$ cat src/hw/rtl/census_window_transform_assert.svh
// ----------------------------------------------------------------------------
// census window transform assertion macros
// concurrent checks clocked on clk and disabled while rst is high
// ----------------------------------------------------------------------------
`ifndef CENSUS_WINDOW_TRANSFORM_ASSERT_SVH
`define CENSUS_WINDOW_TRANSFORM_ASSERT_SVH

// same-cycle implication
`define CWT_ASSERT_IMP(label, ante, cons) \
  label: assert property (@(posedge clk) disable iff (rst) (ante) |-> (cons)) \
    else $error("census window transform check failed");

// next-cycle implication
`define CWT_ASSERT_NXT(label, ante, cons) \
  label: assert property (@(posedge clk) disable iff (rst) (ante) |=> (cons)) \
    else $error("census window transform check failed");

`endif

$ cat src/hw/rtl/cwt_pkg.sv
// ----------------------------------------------------------------------------
// cwt_pkg
// shared widths, register codes and position type of the census transform
// ----------------------------------------------------------------------------
package cwt_pkg;

  localparam int RADIUS_DEF    = 3;
  localparam int MAX_WIDTH_DEF = 1024;

  localparam int PIX_W      = 8;
  localparam int CENSUS_W   = 48;
  localparam int ROW_W      = 12;
  localparam int COL_W      = 10;
  localparam int IMG_W_W    = 11;
  localparam int IMG_H_W    = 12;
  localparam int CFG_DATA_W = 12;
  localparam int CFG_IDX_W  = 2;

  localparam logic [IMG_W_W-1:0] WIDTH_RESET  = IMG_W_W'(640);
  localparam logic [IMG_H_W-1:0] HEIGHT_RESET = IMG_H_W'(480);

  typedef enum logic [CFG_IDX_W-1:0] {
    REG_IMAGE_WIDTH  = 2'd0,
    REG_IMAGE_HEIGHT = 2'd1
  } cfg_reg_t;

  typedef struct packed {
    logic [ROW_W-1:0] row;
    logic [COL_W-1:0] col;
    logic             last;
  } cwt_pos_t;

  typedef struct packed {
    logic     shift;
    logic     emit;
    cwt_pos_t pos;
  } cwt_win_ctl_t;

endpackage

$ cat src/hw/rtl/cwt_if.sv


interface cwt_census_if;
  import cwt_pkg::*;
  logic                valid;
  logic                ready;
  logic [CENSUS_W-1:0] census_bits;
  logic [ROW_W-1:0]    center_row;
  logic [COL_W-1:0]    center_col;
  logic                last_of_frame;

  modport source (output valid, output census_bits, output center_row,
                  output center_col, output last_of_frame, input ready);
  modport sink   (input valid, input census_bits, input center_row,
                  input center_col, input last_of_frame, output ready);
endinterface

$ cat src/hw/rtl/cwt_window.sv
// ----------------------------------------------------------------------------
// cwt_window
// sliding window of pixel columns, census compare stage and output register
// ----------------------------------------------------------------------------
module cwt_window #(
  parameter int RADIUS   = cwt_pkg::RADIUS_DEF,
  parameter int SPAN     = 2 * RADIUS + 1,
  parameter int COL_BITS = 8 * SPAN
) (
  input  logic                  clk,
  input  logic                  rst,
  input  cwt_pkg::cwt_win_ctl_t ctl,
  input  logic [COL_BITS-1:0]   column,
  output logic                  s2_free,
  cwt_census_if.source          census
);
  import cwt_pkg::*;

  localparam int NB     = SPAN * SPAN - 1;
  localparam int CENTER = RADIUS * SPAN + RADIUS;

  logic [COL_BITS-1:0] win [SPAN];
  logic                s2_valid;
  cwt_pos_t            s2_pos;
  logic                c_en;
  logic [PIX_W-1:0]    mid;
  logic [NB-1:0]       cmp;

  assign c_en    = !census.valid || census.ready;
  assign s2_free = !s2_valid || c_en;
  assign mid     = win[RADIUS][PIX_W*RADIUS +: PIX_W];

  // top-left neighbour lands in the highest used bit
  for (genvar gu = 0; gu < SPAN; gu++) begin : g_row
    for (genvar gv = 0; gv < SPAN; gv++) begin : g_col
      localparam int P = gu * SPAN + gv;
      localparam int B = (P > CENTER) ? (NB - P) : (NB - 1 - P);
      if (P != CENTER) begin : g_bit
        assign cmp[B] = win[gv][PIX_W*(2*RADIUS-gu) +: PIX_W] >= mid;
      end
    end
  end

  always_ff @(posedge clk) begin
    if (ctl.shift) begin
      for (int k = 0; k < SPAN - 1; k++) begin
        win[k] <= win[k+1];
      end
      win[SPAN-1] <= column;
      s2_pos      <= ctl.pos;
    end
    if (c_en && s2_valid) begin
      census.census_bits   <= CENSUS_W'(cmp);
      census.center_row    <= s2_pos.row;
      census.center_col    <= s2_pos.col;
      census.last_of_frame <= s2_pos.last;
    end
  end

  always_ff @(posedge clk) begin
    if (rst) begin
      s2_valid     <= 1'b0;
      census.valid <= 1'b0;
    end else begin
      if (ctl.shift) begin
        s2_valid <= ctl.emit;
      end else if (c_en) begin
        s2_valid <= 1'b0;
      end
      if (c_en) begin
        census.valid <= s2_valid;
      end
    end
  end

endmodule

$ cat src/flat_wrapper.sv
// flat-port wrapper written by rule: the top's interface ports become plain ports
module cwt_window_flat import cwt_pkg::*;
#(
  parameter int RADIUS   = cwt_pkg::RADIUS_DEF,
  parameter int SPAN     = 2 * RADIUS + 1,
  parameter int COL_BITS = 8 * SPAN
)
  (clk, rst, ctl, column, s2_free, census_valid, census_census_bits, census_center_row, census_center_col, census_last_of_frame, census_ready);
  cwt_census_if census_i ();
  input  logic clk;
  input  logic rst;
  input  cwt_pkg::cwt_win_ctl_t ctl;
  input  logic [COL_BITS-1:0] column;
  output logic s2_free;
  output wire logic [$bits(census_i.valid)-1:0] census_valid;
  output wire logic [$bits(census_i.census_bits)-1:0] census_census_bits;
  output wire logic [$bits(census_i.center_row)-1:0] census_center_row;
  output wire logic [$bits(census_i.center_col)-1:0] census_center_col;
  output wire logic [$bits(census_i.last_of_frame)-1:0] census_last_of_frame;
  input wire logic [$bits(census_i.ready)-1:0] census_ready;
  assign census_valid = census_i.valid;
  assign census_census_bits = census_i.census_bits;
  assign census_center_row = census_i.center_row;
  assign census_center_col = census_i.center_col;
  assign census_last_of_frame = census_i.last_of_frame;
  assign census_i.ready = census_ready;
  cwt_window #(.RADIUS(RADIUS), .SPAN(SPAN), .COL_BITS(COL_BITS)) u_core (.clk(clk), .rst(rst), .ctl(ctl), .column(column), .s2_free(s2_free), .census(census_i));
endmodule
$ cat config.mk
export PLATFORM = sky130hd
export DESIGN_NAME = cwt_window_flat
export DESIGN_NICKNAME = d
export VERILOG_FILES = /design/src/hw/rtl/census_window_transform_assert.svh /design/src/hw/rtl/cwt_pkg.sv /design/src/hw/rtl/cwt_if.sv /design/src/hw/rtl/cwt_window.sv /design/src/flat_wrapper.sv
export SDC_FILE = /design/constraint.sdc
export NUM_CORES = 1
export LEC_CHECK = 0
export ABC_AREA = 1
export BUFFER_PORTS_ARGS = -buffer_cell sky130_fd_sc_hd__buf_2
export CELL_PAD_IN_SITES_DETAIL_PLACEMENT = 0
export CELL_PAD_IN_SITES_GLOBAL_PLACEMENT = 1
export CORE_MARGIN = 5
export CORE_UTILIZATION = 50
export CTS_CLUSTER_SIZE = 10
export DETAILED_ROUTE_END_ITERATION = 8
export PLACE_DENSITY_LB_ADDON = 0.1
export SETUP_SLACK_MARGIN = 0.1
export SLEW_MARGIN = 20
export SYNTH_ARGS = -nofsm -noshare
export SYNTH_HDL_FRONTEND = slang
export SYNTH_SLANG_ARGS = --single-unit
$ cat constraint.sdc
create_clock -name clk -period 6.34 [get_ports clk]
set_clock_uncertainty 0.05 [all_clocks]
set_input_delay 1.585 -clock clk [delete_from_list [all_inputs] [get_ports clk]]
set_output_delay 1.585 -clock clk [all_outputs]
set_load 0.1 [all_outputs]
==> results of run 1 <==
==> per-stage QoR <==
step	total power [mW]	area, um2	std cells	hold WS [ns]	worst slack [ns]
after global placement	4.87	25300	2672	0.351	2.36
after CTS	7.78	26900	2757	0.367	2.36
after detailed placement	4.92	25300	2672	0.355	2.36
after floorplan	4.61	23700	1896	0.350	1.08
final	7.66	26900	2758	0.368	2.36
after global routing	8.06	26900	2758	0.370	2.31
==> cell families (layout without fill, tap and decap cells) <==
group,after synthesis,after routing,share of synthesized area
flip-flops,488,488,0.619
adder cells (fa/ha/maj),384,384,0.203
AND/OR/NAND/NOR,627,627,0.102
AO/OA/AOI/OAI,147,147,0.0363
buffers and inverters,250,505,0.0397
==> cell type report <==
class                           count  area share
Clock buffer                       80      0.0570
Tap cell                          607      0.0282
Multi-Input combinational cell   1158       0.301
Sequential cell                   488       0.544
Clock inverter                      5     0.00112
Inverter                          250      0.0349
Timing Repair Buffer              170      0.0345
==> state kept, by name, summed over array words and instances (netlist names) <==
register and cells:
u_core.census.census_bits 48, u_core.census.center_col 10, u_core.census.center_row 12, u_core.census.last_of_frame 1
u_core.census.valid 1, u_core.s2_pos 23, u_core.s2_valid 1, u_core.win 392
==> power by group through the flow <==
| stage | Clock (mW) | Combinational (mW) | Sequential, mW |
|---|---|---|---|
| after detailed placement | 0 | 0.956 | 3.96 |
| final | 2.82 | 0.944 | 3.89 |
| after CTS | 2.92 | 0.963 | 3.90 |
| after floorplan | 0 | 0.507 | 4.10 |
| after global placement | 0 | 0.913 | 3.95 |
| after global routing | 3.05 | 1.09 | 3.92 |
==> path summary, 6_finish.rpt <==
| kind | startpoint | endpoint | slack [ns] |
|---|---|---|---|
| worst min register to register | u_core.s2_pos[22] | u_core.census.center_row[11] | 0.37 |
| worst min-delay path | u_core.s2_pos[22] | u_core.census.center_row[11] | 0.37 |
| worst max register to register | u_core.win[3][25] | u_core.census.census_bits[43] | 3.88 |
| worst max-delay path | census_ready | s2_free | 2.36 |
==> routing by layer <==
| layer | routed length [um] | part of all wire | track usage |
|---|---|---|---|
| met5 | 0 | 0 | 0 |
| met2 | 18900 | 0.45 | 0.268 |
| met4 | 849 | 0.020 | 0.0436 |
| met1 | 19800 | 0.48 | 0.225 |
| met3 | 2050 | 0.049 | 0.0358 |
==> cells in the final DEF (no fill, tap or decap) <==
cell type | Yosys | final
sky130_fd_sc_hd__a21o_2 | 1 | 1
sky130_fd_sc_hd__a21oi_1 | 98 | 98
sky130_fd_sc_hd__buf_12 | 0 | 2
sky130_fd_sc_hd__buf_2 | 0 | 155
sky130_fd_sc_hd__buf_4 | 0 | 11
sky130_fd_sc_hd__buf_8 | 0 | 2
sky130_fd_sc_hd__clkbuf_1 | 0 | 21
sky130_fd_sc_hd__clkbuf_16 | 0 | 57
sky130_fd_sc_hd__clkbuf_8 | 0 | 2
sky130_fd_sc_hd__clkinv_1 | 0 | 2
sky130_fd_sc_hd__clkinv_2 | 0 | 1
sky130_fd_sc_hd__dfxtp_1 | 2 | 2
sky130_fd_sc_hd__edfxtp_1 | 486 | 486
sky130_fd_sc_hd__ha_1 | 384 | 384
sky130_fd_sc_hd__inv_1 | 250 | 243
sky130_fd_sc_hd__inv_2 | 0 | 7
sky130_fd_sc_hd__inv_6 | 0 | 2
sky130_fd_sc_hd__nand2_1 | 480 | 480
sky130_fd_sc_hd__nand3_1 | 48 | 48
sky130_fd_sc_hd__nand4_1 | 1 | 1
sky130_fd_sc_hd__nor2_1 | 97 | 96
sky130_fd_sc_hd__nor2_2 | 1 | 1
sky130_fd_sc_hd__nor2_4 | 0 | 1
sky130_fd_sc_hd__o21a_1 | 47 | 47
sky130_fd_sc_hd__o21bai_1 | 1 | 1
==> run metrics, run 1 <==
outcome finished, final reports clean; overall track demand over capacity in global routing 0.164; area of the placeable core 46700 um2; Total Nets Final 2592; Ys Warns 0; Final Routed Wirelength 41600 um; count leader, synth sky130_fd_sc_hd__edfxtp_1; cells taking the most area after synthesis sky130_fd_sc_hd__edfxtp_1 (62%), sky130_fd_sc_hd__ha_1 (20%), sky130_fd_sc_hd__nand2_1 (7.6%); largest net degree at the start of global routing 158; average cell area after synthesis 12.5 um2; relative area change from synthesis to final layout 13.8%; overflow left after global routing 0; portion of total power attributed to the clock network 0.369; die height 228 um; part of the cycle the worst path needs 0.627; Critical Path End Type primary output; fraction of final layout cells with drive strength greater than 1 0.113; Root Buffer sky130_fd_sc_hd__clkbuf_16; detailed-placement wirelength estimate 26800 um; DRC 0; starting density of the core 0.507; H-tree levels 2; routed via count divided by cell count 5.00; routed length per placed instance 15.1 um; antenna-violating nets left 0; Pre-Repair DR Iteration Count 4; worst min-delay path class reg2reg; slew at the pin closest to its max-slew limit 1.06 ns; area of the die 51800 um2; Max-Slew Margin vs Limit 0.296; Clock Path Buffers 3; Slew Viols, Final 0; sequential-to-total area share from yosys stat 0.619; clock tree from TritonCTS done; total clock sinks 488; number of antenna violations at the first check in global routing 1; diode count 0; Post-Synthesis Cells 1896; largest delay contributor family on the critical path buffers and inverters; global-route wire length before repair 67300 um; count of unique library cells instantiated by Yosys 13; combinational share of power 0.123; RSZ-0062 raised after global routing false; final number of hold-violating endpoints 0; maximum frequency from static timing analysis 0.251 GHz; Cells on Worst Hold Path 0; insertion delay to the later sink of the worst-skew pair 0.59 ns; Crit path largest cell delay 0.43 ns; Iteration-0 DRC Markers 493; number of buffers added to fix hold violations after cts 0; die width 228 um; CP Max Fanout 2; vias in the first global route 13700; count of cells resized by post-cts repair 0; Post-CTS Setup Repair Bufs 0; CP max-delay cell sky130_fd_sc_hd__buf_2; Synth top cells by count sky130_fd_sc_hd__edfxtp_1 (486), sky130_fd_sc_hd__nand2_1 (480), sky130_fd_sc_hd__ha_1 (384), sky130_fd_sc_hd__inv_1 (250), sky130_fd_sc_hd__a21oi_1 (98); register area 14600 um2; top-area cell type share of the netlist area 0.617; I/O pin total 157; via total after detailed routing 13800; dominant cell type by area after synthesis sky130_fd_sc_hd__edfxtp_1; required time of the critical path 4.70 ns; Post-Syn Nets 2364; Filler cells 3806; Flop pwr share 0.508; worst-path cell chain buf_2 > inv_1 > nand2_1 > inv_1 > nand2_1 > buf_2; Register-to-Register Path Depth 9; count of input and output buffers 156; final critical delay including setup and external delays 3.98 ns; row count 79; Switch Pwr 1.90 mW; TritonCTS buffer count 56; TNS Setup 0 ns; endpoints failing setup 0; combined area of all synthesized cells 23700 um2; number of flops mapped to enable cells by yosys 486; area of the multi-input gates 8090 um2; weighted congestion reported at the end of routability-driven placement 0.728; final core occ 0.577; Critical Path Stages 6; leakage dissipation 12.2 nW; crit path buf inv count 4; category of the worst setup path launch point input port; Worst Path Class, Setup in2out; share of flip-flops with an asynchronous set or reset 0; Clk pin slew, worst setup/hold paths 0.05 ns; worst supply voltage drop on vdd 0.218 mV; Crit path arrival time 2.34 ns; number of violations of the max-capacitance limit 0; Int Pwr 5.76 mW; number of synthesized register bits 488; Power Dens Cells 285 nW/um2; switching power share of the total 0.248; flip-flop cell with the highest count after synthesis sky130_fd_sc_hd__edfxtp_1
No activity file was read; power rests on OpenSTA's default activity.
==> inputs of run 2 (changes only) <==
==> constraint.sdc (replaced) <==
create_clock -name clk -period 4 [get_ports clk]
set_clock_uncertainty 0.05 [all_clocks]
set_input_delay 1 -clock clk [delete_from_list [all_inputs] [get_ports clk]]
set_output_delay 1 -clock clk [all_outputs]
set_load 0.1 [all_outputs]
==> run 2 against run 1 <==
  * Routed wire length up 1.9%
  * Non-clock buffer count increased by 10
  * Combinational power grew 60%
  * Worst setup slack worse by 1.2 ns
  * Clock power increased by 59%
  * Register-to-register slack got worse by 2.3 ns
  * First-iteration DRC count increased by 16%
  * Critical endpoint unchanged
  * Highest routed layer unchanged
==> run metrics, run 2 (same netlist as run 1, synthesis figures left out) <==
Placed Instance Area 25500 um2; TritonCTS buffer count 56; weighted congestion reported at the end of routability-driven placement 0.745; required time of the critical path 2.95 ns; total non-filler cell area in the finished layout 27000 um2; Clk pin slew, worst setup/hold paths 0.06 ns; worst min-delay path class reg2reg; die width 228 um; Slew Viols, Final 0; most common cell after layout, fill and taps aside sky130_fd_sc_hd__edfxtp_1; slack of the worst reg-to-reg path 1.54 ns; largest net degree at the start of global routing 77; Worst Path Class, Setup in2out; Pre-Repair DR Iteration Count 5; Clock Path Buffers 3; overall track demand over capacity in global routing 0.167; worst supply voltage drop on vdd 0.334 mV; insertion delay to the later sink of the worst-skew pair 0.58 ns; DRC 0; I/O pin total 157; Root Buffer sky130_fd_sc_hd__clkbuf_16; global-route wire length before repair 68900 um; Power Dens Cells 450 nW/um2; category of the worst setup path launch point input port; Switch Pwr 3.01 mW; Max-Slew Margin vs Limit 0.356; clock tree from TritonCTS done; endpoints failing setup 0; relative area change from synthesis to final layout 14.3%; largest registers u_core.win (392), u_core.census.census_bits (48), u_core.s2_pos (23); Total Nets Final 2602; final number of hold-violating endpoints 0; via total after detailed routing 13900; number of violations of the max-capacitance limit 0; CP Max Fanout 2; total clock sinks 488; register containing the most flip-flops in the final layout u_core.win; Flop pwr share 0.508; area of the die 51800 um2; starting density of the core 0.507; outcome finished, final reports clean; number of antenna violations at the first check in global routing 0; slew at the pin closest to its max-slew limit 0.964 ns; die height 228 um; Iteration-0 DRC Markers 570; Int Pwr 9.15 mW; vias in the first global route 14100; final critical delay including setup and external delays 2.81 ns; placed cell count 2683; maximum frequency from static timing analysis 0.356 GHz; part of the cycle the worst path needs 0.702; post-layout instance count excluding filler cells 2766; flip-flop count of the largest register after layout 392; combinational share of power 0.125; antenna-violating nets left 0; number of buffers added to fix hold violations after cts 0; RSZ-0062 raised after global routing false; count of cells resized by post-cts repair 0; overall power after layout 12.2 mW; Filler cells 3742; diode count 0; row count 79; Post-CTS Setup Repair Bufs 0; Final Routed Wirelength 42300 um; count of input and output buffers 156; TNS Setup 0 ns; area of the placeable core 46700 um2; detailed-placement wirelength estimate 28700 um; overflow left after global routing 0; portion of total power attributed to the clock network 0.368; Crit path arrival time 1.76 ns; Critical Path End Type primary output; leakage dissipation 12.3 nW; highest-count cells in the layout ignoring fill and taps sky130_fd_sc_hd__edfxtp_1 (486), sky130_fd_sc_hd__nand2_1 (480), sky130_fd_sc_hd__ha_1 (384), sky130_fd_sc_hd__inv_1 (243), sky130_fd_sc_hd__buf_2 (155); H-tree levels 2; fraction of final layout cells with drive strength greater than 1 0.116; routed via count divided by cell count 5.01; switching power share of the total 0.247; routed length per placed instance 15.3 um
[run 2: final timing paths]
kind	from	end	cells after the start
worst min register to register	u_core.s2_pos[1]	u_core.census.center_col[0]	0
worst max-delay path	census_ready	s2_free	6
worst max register to register	u_core.win[3][31]	u_core.census.census_bits[12]	8
worst min-delay path	u_core.s2_pos[1]	u_core.census.center_col[0]	0
[run 2: area by class of cell]
class	count	area [um2]	share of cell area
clock buffers	82	1550	0.0573
clock inverters	1	3.75	0.000139
inverters	250	938	0.0347
multi-input cells	1158	8090	0.299
flip-flops and latches	488	14600	0.541
well taps	607	759	0.0281
repair buffers	180	1070	0.0396
[run 2: critical path, cell delays in order]
cell and delay, ns:
sky130_fd_sc_hd__buf_2 0.07, sky130_fd_sc_hd__inv_1 0.03, sky130_fd_sc_hd__nand2_1 0.06, sky130_fd_sc_hd__inv_1 0.07, sky130_fd_sc_hd__nand2_1 0.09, sky130_fd_sc_hd__buf_2 0.43
[run 2: power groups by stage]
| stage | combinational, mW | sequential (mW) | clock, mW |
|---|---|---|---|
| after floorplan | 0.804 | 6.50 | 0 |
| after global placement | 1.46 | 6.26 | 0 |
| after detailed placement | 1.54 | 6.28 | 0 |
| after CTS | 1.55 | 6.17 | 4.61 |
| after global routing | 1.75 | 6.20 | 4.83 |
| final | 1.51 | 6.17 | 4.47 |
[run 2: through the flow]
stage / util / hold slack (ns) / setup slack (ns)
finish: 0.580 / 0.362 / 1.19
global route: 0.580 / 0.372 / 1.16
CTS: 0.580 / 0.365 / 1.19
detailed placement: 0.546 / 0.355 / 1.19
global placement: 0.546 / 0.351 / 1.20
floorplan: - / 0.350 / 0.524
[run 2: routing by layer]
metal	GRT usage	up-vias	part of all wire
met4	0.0569	0	0.028
li1	-	7064	-
met2	0.273	202	0.46
met3	0.0263	84	0.038
met1	0.230	6500	0.47
met5	0	-	0
